$ cat config.mk
export PLATFORM = sky130hd
export DESIGN_NAME = char_lcd_cursor_tracker
export DESIGN_NICKNAME = d
export VERILOG_FILES = /design/src/hw/rtl/lcdtrk_pkg.sv /design/src/hw/rtl/char_lcd_cursor_tracker.sv /design/src/hw/rtl/lcdtrk_front.sv /design/src/hw/rtl/lcdtrk_queue.sv /design/src/hw/rtl/lcdtrk_back.sv
export SDC_FILE = /design/constraint.sdc
export NUM_CORES = 1
export LEC_CHECK = 0
export ABC_AREA = 1
export BUFFER_PORTS_ARGS = -buffer_cell sky130_fd_sc_hd__buf_2
export CAP_MARGIN = 40
export CELL_PAD_IN_SITES_DETAIL_PLACEMENT = 0
export CELL_PAD_IN_SITES_GLOBAL_PLACEMENT = 1
export CORE_ASPECT_RATIO = 1.2
export CORE_MARGIN = 5
export CORE_UTILIZATION = 40
export CTS_CLUSTER_DIAMETER = 120
export DETAILED_ROUTE_END_ITERATION = 16
export PLACE_DENSITY = 0.69
export SYNTH_ARGS = -nofsm -noshare
export SYNTH_HDL_FRONTEND = slang
export SYNTH_SLANG_ARGS = --single-unit
$ cat constraint.sdc
create_clock -name clk_i -period 19.8 [get_ports clk_i]
set_input_delay 2.97 -clock clk_i [delete_from_list [all_inputs] [get_ports clk_i]]
set_output_delay 2.97 -clock clk_i [all_outputs]
set_load 0.005 [all_outputs]
$ cat src/hw/rtl/lcdtrk_pkg.sv
// Shared types, constants and helpers of the character-LCD cursor tracker.
package lcdtrk_pkg;

  // DDRAM line length of the controller; addresses wrap at this value.
  localparam int DdramLineLen = 40;

  // Bus bytes one command can cause, and the depth of the command queue.
  localparam int MaxBytes   = 4;
  localparam int SlotIdxW   = $clog2(MaxBytes);
  localparam int QueueDepth = 2;
  localparam int QPtrW      = (QueueDepth > 1) ? $clog2(QueueDepth) : 1;
  localparam int QCntW      = $clog2(QueueDepth + 1);

  // Address sums reach at most 63 + 2 * DdramLineLen - 1 and need this
  // many conditional subtractions to fold back into the line.
  localparam int SumW     = 9;
  localparam int ModSteps = (63 + 2 * DdramLineLen - 1) / DdramLineLen;

  localparam logic signed [SumW-1:0] LineLenSum    = SumW'(DdramLineLen);
  localparam logic signed [6:0]      LineLenScroll = 7'(DdramLineLen);
  localparam logic [5:0]             LineLenCol    = 6'(DdramLineLen);

  // Character codes with a line-control meaning.
  localparam logic [7:0] ChCr = 8'd13;
  localparam logic [7:0] ChLf = 8'd10;

  // HD44780 command bytes.
  localparam logic [7:0] OpClear       = 8'h01;
  localparam logic [7:0] OpHome        = 8'h02;
  localparam logic [7:0] OpDispCtrl    = 8'h08;
  localparam logic [7:0] OpScrollLeft  = 8'h18;
  localparam logic [7:0] OpScrollRight = 8'h1C;
  localparam logic [7:0] OpSetDdram    = 8'h80;
  localparam logic [7:0] OpRowOdd      = 8'h40;
  localparam logic [2:0] DispOnMask    = 3'b100;

  typedef enum logic [2:0] {
    CmdWrite       = 3'd0,
    CmdSetCursor   = 3'd1,
    CmdScrollLeft  = 3'd2,
    CmdScrollRight = 3'd3,
    CmdClear       = 3'd4,
    CmdHome        = 3'd5
  } cmd_e;

  typedef enum logic [2:0] {
    CfgNumCols     = 3'd0,
    CfgNumLines    = 3'd1,
    CfgTwoChips    = 3'd2,
    CfgRightToLeft = 3'd3,
    CfgDisplayCtrl = 3'd4
  } cfg_reg_e;

  typedef struct packed {
    logic [5:0] num_cols;
    logic [2:0] num_lines;
    logic       two_chips;
    logic       right_to_left;
    logic [2:0] display_ctrl;
  } cfg_t;

  typedef struct packed {
    logic       is_data;
    logic       chip_sel;
    logic [7:0] bus_byte;
  } bus_slot_t;

  // All bytes of one command plus the cursor position it leaves.
  typedef struct packed {
    logic [SlotIdxW-1:0]          last_idx;
    bus_slot_t [MaxBytes-1:0]     slots;
    logic [5:0]                   cur_col;
    logic [1:0]                   cur_row;
  } burst_t;

  function automatic bus_slot_t mk_slot(logic is_data, logic chip, logic [7:0] data);
    bus_slot_t s;
    s.is_data  = is_data;
    s.chip_sel = chip;
    s.bus_byte = data;
    return s;
  endfunction

  // Folds a signed address sum into 0 .. DdramLineLen-1.
  function automatic logic [5:0] ddram_wrap(logic signed [SumW-1:0] sum);
    logic signed [SumW-1:0] v;
    v = sum;
    if (v < 0) v = v + LineLenSum;
    for (int i = 0; i < ModSteps; i++) begin
      if (v >= LineLenSum) v = v - LineLenSum;
    end
    return v[5:0];
  endfunction

endpackage

$ cat src/hw/rtl/char_lcd_cursor_tracker.sv
// Top level of the character-LCD cursor tracker: configuration registers and the three stages.
//
//   Channel   Direction  Handshake              Payload
//   in        sink       in_valid_i/in_ready_o  cmd_i, char_code_i, target_col_i, target_row_i
//   out       source     out_valid_o/out_ready_i is_data_o, chip_sel_o, bus_byte_o, last_o,
//                                               cur_col_o, cur_row_o
//   cfg       sink       cfg_we_i (no wait)     cfg_addr_i, cfg_wdata_i
//
// The front end takes each command, updates the cursor state and writes all bytes
// it causes into a two-entry burst queue; a command causes 0 to 4 bytes, and one
// that causes none pushes nothing. The sender puts out one byte per cycle while
// out_ready_i is high. The first byte is offered once the burst has passed through
// the queue and into the sender's burst register. Back-pressure on the output fills
// the queue, and in_ready_o drops only when the queue is full. Reset clears the
// cursor state, the queue and the sender, and loads the configuration defaults.
module char_lcd_cursor_tracker (
  input  logic       clk_i,
  input  logic       rst_ni,
  input  logic       cfg_we_i,
  input  logic [2:0] cfg_addr_i,
  input  logic [5:0] cfg_wdata_i,
  input  logic       in_valid_i,
  output logic       in_ready_o,
  input  logic [2:0] cmd_i,
  input  logic [7:0] char_code_i,
  input  logic [5:0] target_col_i,
  input  logic [1:0] target_row_i,
  output logic       out_valid_o,
  input  logic       out_ready_i,
  output logic       is_data_o,
  output logic       chip_sel_o,
  output logic [7:0] bus_byte_o,
  output logic       last_o,
  output logic [5:0] cur_col_o,
  output logic [1:0] cur_row_o
);
  import lcdtrk_pkg::*;

  cfg_t   cfg_q;
  logic   q_room, q_push, q_avail, q_pop;
  burst_t push_burst, pop_burst;

  // Configuration registers. Writes to indexes past the list are dropped.
  always_ff @(posedge clk_i or negedge rst_ni) begin
    if (!rst_ni) begin
      cfg_q.num_cols      <= 6'd16;
      cfg_q.num_lines     <= 3'd2;
      cfg_q.two_chips     <= 1'b0;
      cfg_q.right_to_left <= 1'b0;
      cfg_q.display_ctrl  <= 3'd4;
    end else if (cfg_we_i) begin
      case (cfg_reg_e'(cfg_addr_i))
        CfgNumCols:     cfg_q.num_cols      <= cfg_wdata_i;
        CfgNumLines:    cfg_q.num_lines     <= cfg_wdata_i[2:0];
        CfgTwoChips:    cfg_q.two_chips     <= cfg_wdata_i[0];
        CfgRightToLeft: cfg_q.right_to_left <= cfg_wdata_i[0];
        CfgDisplayCtrl: cfg_q.display_ctrl  <= cfg_wdata_i[2:0];
        default: begin
        end
      endcase
    end
  end

  // The front end classifies each command and builds its complete byte burst.
  lcdtrk_front u_front (
    .clk_i       (clk_i),
    .rst_ni      (rst_ni),
    .cfg_i       (cfg_q),
    .in_valid_i  (in_valid_i),
    .in_ready_o  (in_ready_o),
    .cmd_i       (cmd_i),
    .char_code_i (char_code_i),
    .target_col_i(target_col_i),
    .target_row_i(target_row_i),
    .room_i      (q_room),
    .push_o      (q_push),
    .burst_o     (push_burst)
  );

  // The queue decouples command intake from the slower byte-by-byte output.
  lcdtrk_queue u_queue (
    .clk_i      (clk_i),
    .rst_ni     (rst_ni),
    .push_i     (q_push),
    .push_data_i(push_burst),
    .room_o     (q_room),
    .pop_i      (q_pop),
    .avail_o    (q_avail),
    .pop_data_o (pop_burst)
  );

  // The sender walks through the bytes of one burst at a time.
  lcdtrk_back u_back (
    .clk_i      (clk_i),
    .rst_ni     (rst_ni),
    .avail_i    (q_avail),
    .burst_i    (pop_burst),
    .pop_o      (q_pop),
    .out_valid_o(out_valid_o),
    .out_ready_i(out_ready_i),
    .is_data_o  (is_data_o),
    .chip_sel_o (chip_sel_o),
    .bus_byte_o (bus_byte_o),
    .last_o     (last_o),
    .cur_col_o  (cur_col_o),
    .cur_row_o  (cur_row_o)
  );

  // A burst is never written into a full queue.
  assert property (@(posedge clk_i) disable iff (!rst_ni) q_push |-> q_room)
    else $error("burst pushed into a full queue");

  // Once a byte that is not the last one is taken, the next byte of the burst follows.
  assert property (@(posedge clk_i) disable iff (!rst_ni)
                   out_valid_o && out_ready_i && !last_o |=> out_valid_o)
    else $error("gap inside a burst");

  // Every DDRAM address byte points inside one DDRAM line.
  assert property (@(posedge clk_i) disable iff (!rst_ni)
                   out_valid_o && !is_data_o && bus_byte_o[7]
                   |-> bus_byte_o[5:0] < LineLenCol)
    else $error("DDRAM address beyond the line length");

endmodule

$ cat src/hw/rtl/lcdtrk_front.sv
// Front end: accepts commands, updates the cursor state and builds the byte burst.
module lcdtrk_front (
  input  logic                 clk_i,
  input  logic                 rst_ni,
  input  lcdtrk_pkg::cfg_t     cfg_i,
  input  logic                 in_valid_i,
  output logic                 in_ready_o,
  input  logic [2:0]           cmd_i,
  input  logic [7:0]           char_code_i,
  input  logic [5:0]           target_col_i,
  input  logic [1:0]           target_row_i,
  input  logic                 room_i,
  output logic                 push_o,
  output lcdtrk_pkg::burst_t   burst_o
);
  import lcdtrk_pkg::*;

  logic [5:0]        col_q, col_d;
  logic [1:0]        row_q, row_d;
  logic              pend_q, pend_d;
  logic signed [6:0] scroll_q, scroll_d;
  logic              half_q, half_d;

  logic [5:0] eff_cols;
  logic [2:0] eff_lines;
  logic       accept;

  // Set-cursor address path, shared by set cursor and the realign before a write.
  logic                   sc_is_set;
  logic [5:0]             sc_col;
  logic [1:0]             sc_row_raw, sc_row;
  logic [5:0]             sc_base;
  logic                   sc_target;
  logic signed [SumW-1:0] sc_sum;
  logic [7:0]             sc_addr;

  bus_slot_t [MaxBytes-1:0] slots;
  logic [SlotIdxW:0]        n;
  logic                     h;
  logic [6:0]               x;
  logic [2:0]               y;
  logic signed [6:0]        sc_step;

  assign in_ready_o = room_i;
  assign accept     = in_valid_i && room_i;

  always_comb begin
    if (cfg_i.num_cols == 6'd0)            eff_cols = 6'd1;
    else if (cfg_i.num_cols > LineLenCol)  eff_cols = LineLenCol;
    else                                   eff_cols = cfg_i.num_cols;
    if (cfg_i.num_lines == 3'd0)           eff_lines = 3'd1;
    else if (cfg_i.num_lines > 3'd4)       eff_lines = 3'd4;
    else                                   eff_lines = cfg_i.num_lines;
  end

  always_comb begin
    sc_is_set  = (cmd_i == CmdSetCursor);
    sc_col     = sc_is_set ? target_col_i : col_q;
    sc_row_raw = sc_is_set ? target_row_i : row_q;
    if ({1'b0, sc_row_raw} >= eff_lines) sc_row = 2'(eff_lines - 3'd1);
    else                                 sc_row = sc_row_raw;
    sc_base   = (!cfg_i.two_chips && sc_row[1]) ? eff_cols : 6'd0;
    sc_target = cfg_i.two_chips && sc_row[1];
    sc_sum    = $signed({3'b000, sc_col}) + $signed({3'b000, sc_base}) + SumW'(scroll_q);
    sc_addr   = OpSetDdram | (sc_row[0] ? OpRowOdd : 8'h00) | {2'b00, ddram_wrap(sc_sum)};
  end

  always_comb begin
    slots    = '0;
    n        = '0;
    h        = cfg_i.two_chips ? half_q : 1'b0;
    col_d    = col_q;
    row_d    = row_q;
    pend_d   = pend_q;
    scroll_d = scroll_q;
    x        = '0;
    y        = '0;
    sc_step  = '0;
    case (cmd_e'(cmd_i))
      CmdWrite, CmdSetCursor: begin
        if (sc_is_set || scroll_q != 7'sd0 || pend_q) begin
          if (cfg_i.two_chips && h != sc_target) begin
            slots[n[SlotIdxW-1:0]] = mk_slot(1'b0, h,
                                             OpDispCtrl | {5'b0, cfg_i.display_ctrl & DispOnMask});
            n = n + 1'b1;
            slots[n[SlotIdxW-1:0]] = mk_slot(1'b0, sc_target,
                                             OpDispCtrl | {5'b0, cfg_i.display_ctrl});
            n = n + 1'b1;
          end
          h = sc_target;
          slots[n[SlotIdxW-1:0]] = mk_slot(1'b0, h, sc_addr);
          n      = n + 1'b1;
          col_d  = sc_col;
          row_d  = sc_row;
          pend_d = 1'b0;
        end
        if (!sc_is_set) begin
          if (char_code_i != ChCr && char_code_i != ChLf) begin
            slots[n[SlotIdxW-1:0]] = mk_slot(1'b1, h, char_code_i);
            n = n + 1'b1;
          end
          pend_d = 1'b0;
          y      = {1'b0, row_d};
          if (!cfg_i.right_to_left) begin
            x = {1'b0, col_d} + 7'd1;
            if (char_code_i == ChCr || x >= {1'b0, eff_cols}) begin
              x      = '0;
              y      = y + 3'd1;
              pend_d = 1'b1;
            end
          end else begin
            if (char_code_i == ChLf || col_d == 6'd0) begin
              x      = {1'b0, eff_cols - 6'd1};
              y      = y + 3'd1;
              pend_d = 1'b1;
            end else begin
              x = {1'b0, col_d - 6'd1};
            end
          end
          if (y >= eff_lines) y = '0;
          col_d = x[5:0];
          row_d = y[1:0];
        end
      end
      CmdScrollLeft, CmdScrollRight: begin
        slots[0] = mk_slot(1'b0, 1'b0,
                           (cmd_i == CmdScrollLeft) ? OpScrollLeft : OpScrollRight);
        slots[1] = mk_slot(1'b0, 1'b1,
                           (cmd_i == CmdScrollLeft) ? OpScrollLeft : OpScrollRight);
        n = cfg_i.two_chips ? (SlotIdxW+1)'(2) : (SlotIdxW+1)'(1);
        if (cmd_i == CmdScrollLeft) begin
          sc_step = scroll_q + 7'sd1;
          if (sc_step >= LineLenScroll) sc_step = sc_step - LineLenScroll;
        end else begin
          sc_step = scroll_q - 7'sd1;
          if (sc_step <= -LineLenScroll) sc_step = sc_step + LineLenScroll;
        end
        scroll_d = sc_step;
      end
      CmdClear, CmdHome: begin
        slots[0] = mk_slot(1'b0, 1'b0, (cmd_i == CmdClear) ? OpClear : OpHome);
        slots[1] = mk_slot(1'b0, 1'b1, (cmd_i == CmdClear) ? OpClear : OpHome);
        n = cfg_i.two_chips ? (SlotIdxW+1)'(2) : (SlotIdxW+1)'(1);
        if (cfg_i.two_chips && h) begin
          slots[n[SlotIdxW-1:0]] = mk_slot(1'b0, 1'b1,
                                           OpDispCtrl | {5'b0, cfg_i.display_ctrl & DispOnMask});
          n = n + 1'b1;
          slots[n[SlotIdxW-1:0]] = mk_slot(1'b0, 1'b0,
                                           OpDispCtrl | {5'b0, cfg_i.display_ctrl});
          n = n + 1'b1;
        end
        h        = 1'b0;
        col_d    = '0;
        row_d    = '0;
        pend_d   = 1'b0;
        scroll_d = '0;
      end
      default: begin
      end
    endcase
    half_d = h;
  end

  assign push_o           = accept && (n != '0);
  assign burst_o.slots    = slots;
  assign burst_o.last_idx = SlotIdxW'(n - 1'b1);
  assign burst_o.cur_col  = col_d;
  assign burst_o.cur_row  = row_d;

  always_ff @(posedge clk_i or negedge rst_ni) begin
    if (!rst_ni) begin
      col_q    <= '0;
      row_q    <= '0;
      pend_q   <= 1'b0;
      scroll_q <= '0;
      half_q   <= 1'b0;
    end else if (accept) begin
      col_q    <= col_d;
      row_q    <= row_d;
      pend_q   <= pend_d;
      scroll_q <= scroll_d;
      half_q   <= half_d;
    end
  end

endmodule

$ cat src/hw/rtl/lcdtrk_queue.sv
// Short FIFO of byte bursts between the front end and the bus sender.
module lcdtrk_queue (
  input  logic                 clk_i,
  input  logic                 rst_ni,
  input  logic                 push_i,
  input  lcdtrk_pkg::burst_t   push_data_i,
  output logic                 room_o,
  input  logic                 pop_i,
  output logic                 avail_o,
  output lcdtrk_pkg::burst_t   pop_data_o
);
  import lcdtrk_pkg::*;

  burst_t           mem_q [QueueDepth];
  logic [QPtrW-1:0] wr_ptr_q, rd_ptr_q;
  logic [QCntW-1:0] cnt_q;

  function automatic logic [QPtrW-1:0] ptr_next(logic [QPtrW-1:0] p);
    return (p == QPtrW'(QueueDepth - 1)) ? '0 : p + 1'b1;
  endfunction

  assign room_o     = (cnt_q != QCntW'(QueueDepth));
  assign avail_o    = (cnt_q != '0);
  assign pop_data_o = mem_q[rd_ptr_q];

  always_ff @(posedge clk_i) begin
    if (push_i) mem_q[wr_ptr_q] <= push_data_i;
  end

  always_ff @(posedge clk_i or negedge rst_ni) begin
    if (!rst_ni) begin
      wr_ptr_q <= '0;
      rd_ptr_q <= '0;
      cnt_q    <= '0;
    end else begin
      if (push_i) wr_ptr_q <= ptr_next(wr_ptr_q);
      if (pop_i)  rd_ptr_q <= ptr_next(rd_ptr_q);
      if (push_i && !pop_i)      cnt_q <= cnt_q + 1'b1;
      else if (pop_i && !push_i) cnt_q <= cnt_q - 1'b1;
    end
  end

endmodule

$ cat src/hw/rtl/lcdtrk_back.sv
// Bus sender: presents the bytes of one burst, one transaction per cycle while out_ready_i is high.
module lcdtrk_back (
  input  logic                 clk_i,
  input  logic                 rst_ni,
  input  logic                 avail_i,
  input  lcdtrk_pkg::burst_t   burst_i,
  output logic                 pop_o,
  output logic                 out_valid_o,
  input  logic                 out_ready_i,
  output logic                 is_data_o,
  output logic                 chip_sel_o,
  output logic [7:0]           bus_byte_o,
  output logic                 last_o,
  output logic [5:0]           cur_col_o,
  output logic [1:0]           cur_row_o
);
  import lcdtrk_pkg::*;

  burst_t              burst_q;
  logic [SlotIdxW-1:0] idx_q;
  logic                busy_q;
  logic                fire, fin;
  bus_slot_t           slot;

  assign slot        = burst_q.slots[idx_q];
  assign out_valid_o = busy_q;
  assign is_data_o   = slot.is_data;
  assign chip_sel_o  = slot.chip_sel;
  assign bus_byte_o  = slot.bus_byte;
  assign last_o      = (idx_q == burst_q.last_idx);
  assign cur_col_o   = burst_q.cur_col;
  assign cur_row_o   = burst_q.cur_row;

  assign fire  = busy_q && out_ready_i;
  assign fin   = fire && last_o;
  assign pop_o = avail_i && (!busy_q || fin);

  always_ff @(posedge clk_i) begin
    if (pop_o) burst_q <= burst_i;
  end

  always_ff @(posedge clk_i or negedge rst_ni) begin
    if (!rst_ni) begin
      busy_q <= 1'b0;
      idx_q  <= '0;
    end else if (pop_o) begin
      busy_q <= 1'b1;
      idx_q  <= '0;
    end else if (fin) begin
      busy_q <= 1'b0;
    end else if (fire) begin
      idx_q <= idx_q + 1'b1;
    end
  end

endmodule

Word-level counts from Yosys, hierarchy flattened
Memory sizes are Yosys's and may differ from the RTL's. A register that Yosys moved wholly into a read port is not among the register bits.
Index checks and enable logic that the tools add are counted.
{"block": "word_totals", "ramBits": 100, "memories": 1, "out_inout_bits": 21, "input_bits": 33, "reg_bits": 38, "word_cells": 220}
{"memory": "u_queue.mem_q", "words": 2, "width": 50, "rd": 1, "rd_clocked_by_memory_dff": 1, "write_ports": 1, "line_no": "lcdtrk_queue.sv:14", "source": "burst_t mem_q [QueueDepth];"}
{"block": "classes", "bitwise_logic": 1, "muxes": 91, "n_eq_ne": 18, "magnitude_cmp": 20, "n_addsub": 25, "n_reduce_logical": 49}
{"op": "2-to-1 mux 40 bit", "n": 5}
{"op": "bitwise mux 40 bit", "n": 4}
{"op": "demux 10 bit (select 2 bit)", "n": 4}
{"op": "2-to-1 mux 6 bit", "n": 11}
{"op": "case mux 20 bit (3 select lines)", "n": 1}
{"op": "2-to-1 mux 10 bit", "n": 5}
{"op": "2-to-1 mux 3 bit", "n": 15}
{"op": "2-to-1 mux 20 bit", "n": 2}
{"op": "case mux 20 bit (2 select lines)", "n": 1}
{"op": "2-to-1 mux 2 bit", "n": 14}
{"op": "2-to-1 mux 7 bit", "n": 4}
{"op": "greater-or-equal comparator 9 x 7 -> 1 bit, second input constant", "n": 3}
{"op": "2-to-1 mux 9 bit", "n": 3}
{"op": "binary-select mux 10 bit (select 2 bit)", "n": 1}
{"op": "2-to-1 mux 19 bit", "n": 1}
{"op": "subtractor 9 x 7 -> 9 bit, second input constant", "n": 2}
{"op": "equality test 8 x 4 -> 1 bit, second input constant", "n": 2}
{"op": "logical AND 1 bit", "n": 16}
{"op": "inequality test 8 x 4 -> 1 bit, second input constant", "n": 2}
{"op": "< comparator 2 x 3 -> 1 bit, second input constant", "n": 5}
{"op": "2-to-1 mux 1 bit", "n": 14}
{"op": "case mux 7 bit (2 select lines)", "n": 1}
{"op": "AND reduction 2 bit", "n": 7}
{"op": "adder 3 x 1 -> 3 bit, second input constant", "n": 4}
{"op": "44 further kinds", "n": 77}

Depth between registers and ports, before layout
Gate-level depths: netlist of run 1.
{"block": "logic_depth", "word_depth": 25, "ltp_mapped": 61, "ltp_nobuf": 60}

Modules after synthesis
A second synthesis of run 1 with hierarchy kept.
{"block": "hier_totals", "hier_cells": 1104, "area_unflattened_um2": 10877.9}
{"module": "lcdtrk_front", "seq_area_each_um2": 425.4, "area_per_inst_um2": 4166.5, "instances": 1, "cells_each": 704}
{"module": "lcdtrk_queue", "seq_area_each_um2": 3103.0, "area_per_inst_um2": 4067.7, "instances": 1, "cells_each": 181}
{"module": "lcdtrk_back", "seq_area_each_um2": 1576.5, "area_per_inst_um2": 2019.4, "instances": 1, "cells_each": 145}
{"module": "char_lcd_cursor_tracker", "seq_area_each_um2": 354.1, "area_per_inst_um2": 624.3, "instances": 1, "cells_each": 74}

Worst setup path after synthesis of run 1
No wires, ideal clock.
{"block": "synth_timing", "path_kind": "in2reg", "from": "input port cmd_i[2]", "to": "memory u_queue.mem_q[0][11] in the netlist's numbering, data pin", "path_buffers": 1, "setup_time_ns": 0.260, "path_stages": 52, "required_time_ns": 19.540, "setup_slack_ns": 10.616, "t_arrival_ns": 8.924, "cell_sequence": "nor2_1 -> nand2_1 -> buf_2 -> o21ai_0 -> ha_1 -> nor2_1 -> nand2_1 -> nand2_1 -> inv_1 -> nand2_1 -> inv_1 -> a31oi_1 -> nor2_1 -> inv_1 -> nor2_1 -> ha_1 -> a21oi_1 -> nand2_1 -> (+16 left out) -> nand3_1 -> nand2_2 -> inv_1 -> ha_1 -> nor3b_1 -> nand2_2 -> nand3_4 -> nand2_4 -> nand2_2 -> nand2_2 -> nand2_2 -> nand2_1 -> nand2_2 -> nand2_1 -> nand2_1 -> nand2_1 -> o21ai_1 -> nand2_1"}
{"element": "start, declared", "line_no": "char_lcd_cursor_tracker.sv:24", "source": "input logic [2:0] cmd_i,"}
{"element": "end, declared", "line_no": "lcdtrk_queue.sv:14"}

==> flow_summary.yaml, run 1 <==
yosys:
  synthCells: 1192
  ys_warn_count: 0
  ys_seq_area_share_pct: 51.5
  post_synth_instance_area_um2: 10600
  yosys_register_bits: 188
  ys_types: 52
  avgSynthCellArea_um2: 8.89
worst_setup_path:
  crit_path_max_fanout: 25
  startpoint: "cmd_i[2]"
  crit_path_start_kind: "primary input"
  slowest_delay_ps: 490
  reg2reg_slack_ps: 12520
  r2r_start: "cfg_q[6]$_DFFE_PN1P_"
  crit_arrival_ps: 10270
  required_ps: 19960
  path_class: "primary input to flip-flop"
  critical-path-slowest-cell: "nand2_1"
  path_common_cell: "nand2_1"
  endpoint_kind: "flip-flop"
sta:
  slew_headroom_pct: 41.7
  skew_ps: 15.5
  slew_viol_final: 0
  period_share_pct: 51.1
  rsz0062_at_grt: "false"
  setup_viol: 0
  setup_tns_ps: 0
  final-hold-violation-count: 0
  worstMarginPinSlew_ps: 852
  fmax_mhz: 98.8
  timing.final.crit_period_ps: 10120
die:
  dieArea_um2: 29900
  core_um2: 26200
  fp.dieH_um: 188
  ioPinCount: 54
  placement_rows: 65
  initial_core_util_pct: 40.5
  die_w_um: 159
global_route:
  gr-usage-met3_pct: 2.83
  grt_overflow: 0
  top_usage_layer: "met2"
  met1_usage_pct: 22.4
  antenna_found_initial: 0
  grt_max_degree: 53
  grt_usage_pct: 16.8
  gr-usage-met2_pct: 28.5
  grt_pass1_wl_mm: 39.5
  first_global_vias: 7529
drt:
  antenna_left: 0
  drtIter0Drc: 530
  drcViolationCount: 0
  wl_per_cell_um: 15.3
  via_per_inst: 4.94
  vias: 7843
  dr.pass1.iters: 5
  totalWireLength_mm: 24.2
outcome:
  status: "finished, final reports clean"
layout:
  final_core_util_pct: 45.1
  final_nets: 1318
  layout_common_cells: "nand2_1, inv_1, edfxtp_1"
  diodes: 0
  finalNonFillerCells: 1587
  final_common_cell: "nand2_1"
  drive_gt1_share_pct: 13.1
  area_growth_pct: 11.4
hold_path:
  min_path_type: "flip-flop to flip-flop"
  hold_path.startpoint: "u_queue.cnt_q[0]$_DFFE_PN0P_"
clock_tree:
  cts_root_buf: "clkbuf_16"
  clock_path_buffers: 2
  cts-resized-gates: 0
  cts_setup_buffers: 0
  insertion_delay_ps: 430
  clkSinkCount: 188
  postCtsHoldBufs: 0
  cts_tree: "done"
  path_clk_slew_ps: 70
  htree_levels: 4
  cts_buffers: 17
place:
  dp_cells: 1555
  numPortBuffers: 53
  dpl.hpwl_mm: 18.1
  place_congestion: 0.837
run:
  cap_violations: 0
==> worst paths after layout <==
kind	cells past startpoint	end
worst max-delay path	52	u_queue.mem_q[0][11]$_DFFE_PP_
worst min-delay path	1	u_queue.cnt_q[0]$_DFFE_PN0P_
worst max register to register	51	u_queue.mem_q[0][11]$_DFFE_PP_
worst min register to register	1	u_queue.cnt_q[0]$_DFFE_PN0P_
max in group asynchronous	2	cfg_q[2]$_DFFE_PN1P_
min in group asynchronous	1	u_front.col_q[5]$_DFFE_PN0P_
==> logic make-up (layout without fill, tap and decap cells) <==
kind of cell | Yosys count | count (layout) | synth area share [%]
buffers and inverters | 195 | 254 | 7.26
AO/OA/AOI/OAI | 181 | 181 | 9.93
XOR/XNOR | 29 | 29 | 2.40
adder cells (fa/ha/maj) | 46 | 46 | 5.57
other | 1 | 2 | 0.0354
AND/OR/NAND/NOR | 550 | 550 | 23.1
flip-flops | 188 | 188 | 51.5
multiplexers | 2 | 2 | 0.213
==> stage by stage <==
stage	setup WS (ps)	area [um^2]	hold slack [ps]
after global routing	8840	11800	491
after CTS	9670	11800	479
after detailed placement	9270	11200	465
final	9680	11800	476
after global placement	9490	11200	461
after floorplan	10620	10600	446
==> synth_stat cells (all sizes together) <==
cell type	count	area share (%)
a21oi	32	1.7
o22ai	27	1.6
a21o	2	0.14
fa	2	0.38
nand2	341	13
o21ai	94	4.5
nor3	15	0.71
mux2	2	0.21
clkinv	1	0.035
o22a	1	0.083
xnor2	7	0.58
a2111oi	1	0.083
buf	12	0.76
nor2	107	3.9
dfstp	3	0.74
clkbuf	22	0.78
o211ai	7	0.50
o221ai	3	0.25
edfxtp	150	43
nor4	3	0.18
a41oi	1	0.15
a21boi	2	0.14
nor3b	2	0.14
o32ai	1	0.083
or2	3	0.18
nand3	64	3.5
conb	1	0.035
a211oi	1	0.071
xor2	22	1.8
inv	160	5.7
dfrtp	35	8.3
ha	44	5.2
o21a	3	0.21
or4	1	0.071
a31oi	6	0.35
nand3b	6	0.43
nand4	8	0.47
==> worst max-delay path, delay by kind of cell <==
kind | cells | cell delay [ps]
simple gates | 32 | 3430
buf+inv | 6 | 520
fa+ha+maj | 5 | 1240
xor+xnor | 1 | 220
compound gates | 8 | 1830
==> area by class of cell <==
type | instances | area (um^2)
Clock buffer | 20 | 457
Clock inverter | 12 | 104
Fill cell | 2587 | 14400
Inverter | 161 | 607
Multi-Input combinational cell | 810 | 4400
Sequential cell | 188 | 5460
Tap cell | 335 | 419
Timing Repair Buffer | 61 | 358
==> per-layer routing <==
metal	part of all wire, %	vias to the layer above
li1	-	4049
met2	50	123
met1	45	3650
met3	3.5	21
met4	1.3	0
met5	0	-
==> flip-flops by register name, indices dropped and copies added, names as in the netlist <==
name and flops:
u_queue.mem_q 100, u_queue.rd_ptr_q 1, u_back.cur_row_o 2, u_back.burst_q 42, u_back.cur_col_o 6, u_front.col_q 6, u_front.scroll_q 7, u_back.out_valid_o 1
u_back.idx_q 2, u_queue.wr_ptr_q 1, u_front.pend_q 1, u_front.half_q 1, u_front.row_q 2, cfg_q 14, u_queue.cnt_q 2
Power of run 1 is left out: the tool's default activity adds up to more than one toggle a clock period on the data nets, which glitch-free logic cannot reach.
==> run 2, diff against run 1 <==
- PLACE_DENSITY: 0.69 -> 0.72
- clock period: 19.8 -> 9 ns (I/O delays scaled with it)
==> flow_summary.yaml, run 2 (synthesis gave the netlist of run 1 again) <==
global_route:
  grt_max_degree: 53
  antenna_found_initial: 0
  grt_pass1_wl_mm: 40.1
  first_global_vias: 7642
  grt_overflow: 0
  grt_usage_pct: 16.9
die:
  die_w_um: 159
  initial_core_util_pct: 40.5
  ioPinCount: 54
  placement_rows: 65
  core_um2: 26200
  fp.dieH_um: 188
  dieArea_um2: 29900
place:
  place_congestion: 0.835
  numPortBuffers: 53
  dpl.hpwl_mm: 18.4
worst_setup_path:
  critPathBufInv: 6
  critical-path-slowest-cell: "a31oi_1"
  required_ps: 9160
  path_common_cell: "nand2_1"
  r2r_start: "cfg_q[6]$_DFFE_PN1P_"
  slowest_delay_ps: 390
  endpoint_kind: "flip-flop"
  r2r_end: "u_queue.mem_q[1][12]$_DFFE_PP_"
  crit_arrival_ps: 8000
  crit_path_start_kind: "primary input"
  reg2reg_slack_ps: 1760
  path_class: "primary input to flip-flop"
  cp_top_family: "simple AND/OR/NAND/NOR gates"
  crit_path_max_fanout: 8
  cp_num_cells: 54
  worst-r2r-cell-count: 53
layout:
  diodes: 0
  drive_gt1_share_pct: 13.4
  final_common_cell: "nand2_1"
  largest_registers: "u_queue.mem_q (100), u_back.burst_q (42), cfg_q (14)"
  final_nets: 1323
  regMostFlops: "u_queue.mem_q"
  area_growth_pct: 12.6
  largest_register_ffs: 100
  layout_common_cells: "nand2_1, inv_1, edfxtp_1"
outcome:
  status: "finished, final reports clean"
drt:
  wl_per_cell_um: 15.6
  vias: 7932
  drtIter0Drc: 513
  drcViolationCount: 0
  totalWireLength_mm: 24.9
  via_per_inst: 4.98
  antenna_left: 0
  dr.pass1.iters: 4
sta:
  skew_ps: 16.9
  rsz0062_at_grt: "false"
  period_share_pct: 87.1
  slew_headroom_pct: 47.9
  setup_viol: 0
  worstMarginPinSlew_ps: 778
  timing.final.crit_period_ps: 7840
  final-hold-violation-count: 0
  slew_viol_final: 0
  fmax_mhz: 128
  setup_tns_ps: 0
clock_tree:
  postCtsHoldBufs: 0
  cts_buffers: 17
  cts_tree: "done"
  path_clk_slew_ps: 80
  insertion_delay_ps: 430
  htree_levels: 4
  cts-resized-gates: 0
  cts_root_buf: "clkbuf_16"
  cts_setup_buffers: 0
  clkSinkCount: 188
  clock_path_buffers: 2
run:
  cap_violations: 0
hold_path:
  hold_end: "u_queue.cnt_q[0]$_DFFE_PN0P_"
  hold_path.startpoint: "u_queue.cnt_q[0]$_DFFE_PN0P_"
  hold_depth: 1
  min_path_type: "flip-flop to flip-flop"
==> run 2: changes by cell type in the layout (fill, tap and decap cells not counted), sizes merged <==
cell          delta
buf              +4
clkbuf           -3
bufinv           +2
clkinv           +1
clkinvlp         -1
dlymetal6s2s     +1
inv              +1
==> run 2: worst register-to-register path: cells and delay by family, from the launching register on <==
| kind | cells | cell delay [ps] |
|---|---|---|
| AO/OA/AOI/OAI | 6 | 1250 |
| adder cells (fa/ha/maj) | 5 | 1310 |
| flip-flops | 1 | 570 |
| AND/OR/NAND/NOR | 35 | 3150 |
| buffers and inverters | 6 | 440 |
| XOR/XNOR | 1 | 220 |
==> run 2: area by class of cell <==
class	count	area (um^2)
clock inverter	15	194
multi-input combinational	810	4400
timing repair buffer	66	425
clock buffer	17	425
tap	335	419
inverter	161	607
fill	2550	14300
sequential	188	5460
==> run 2: how the worst max path moves through the flow <==
stage,from,endpoint
after floorplan,cmd_i[2],u_queue.mem_q[0][11]$_DFFE_PP_
after global placement,cmd_i[2],u_queue.mem_q[0][11]$_DFFE_PP_
after detailed placement,cmd_i[2],u_queue.mem_q[0][11]$_DFFE_PP_
after CTS,cmd_i[2],u_queue.mem_q[1][11]$_DFFE_PP_
after global routing,cmd_i[2],u_queue.mem_q[1][11]$_DFFE_PP_
final,cmd_i[2],u_queue.mem_q[1][12]$_DFFE_PP_
==> run 2: layer usage <==
layer / GRT usage [%] / vias up / wire (um)
met5: 0 / - / 0
met4: 4.20 / 0 / 321
met3: 2.41 / 22 / 831
met2: 28.6 / 134 / 12200
met1: 22.9 / 3706 / 11500
li1: - / 4070 / -
==> run 2: metrics by stage <==
| step | setup slack [ps] | util (%) | instances | instance area (um^2) | hold WS (ps) |
|---|---|---|---|---|---|
| floorplan | 1440 | - | 1193 | 10600 | 446 |
| global placement | 908 | 42.8 | 1555 | 11200 | 461 |
| detailed placement | 755 | 43.1 | 1559 | 11300 | 478 |
| CTS | 1180 | 45.5 | 1591 | 11900 | 494 |
| global route | 267 | 45.5 | 1592 | 11900 | 524 |
| finish | 1160 | 45.5 | 1592 | 11900 | 484 |
Power of run 2 is left out for the same reason.
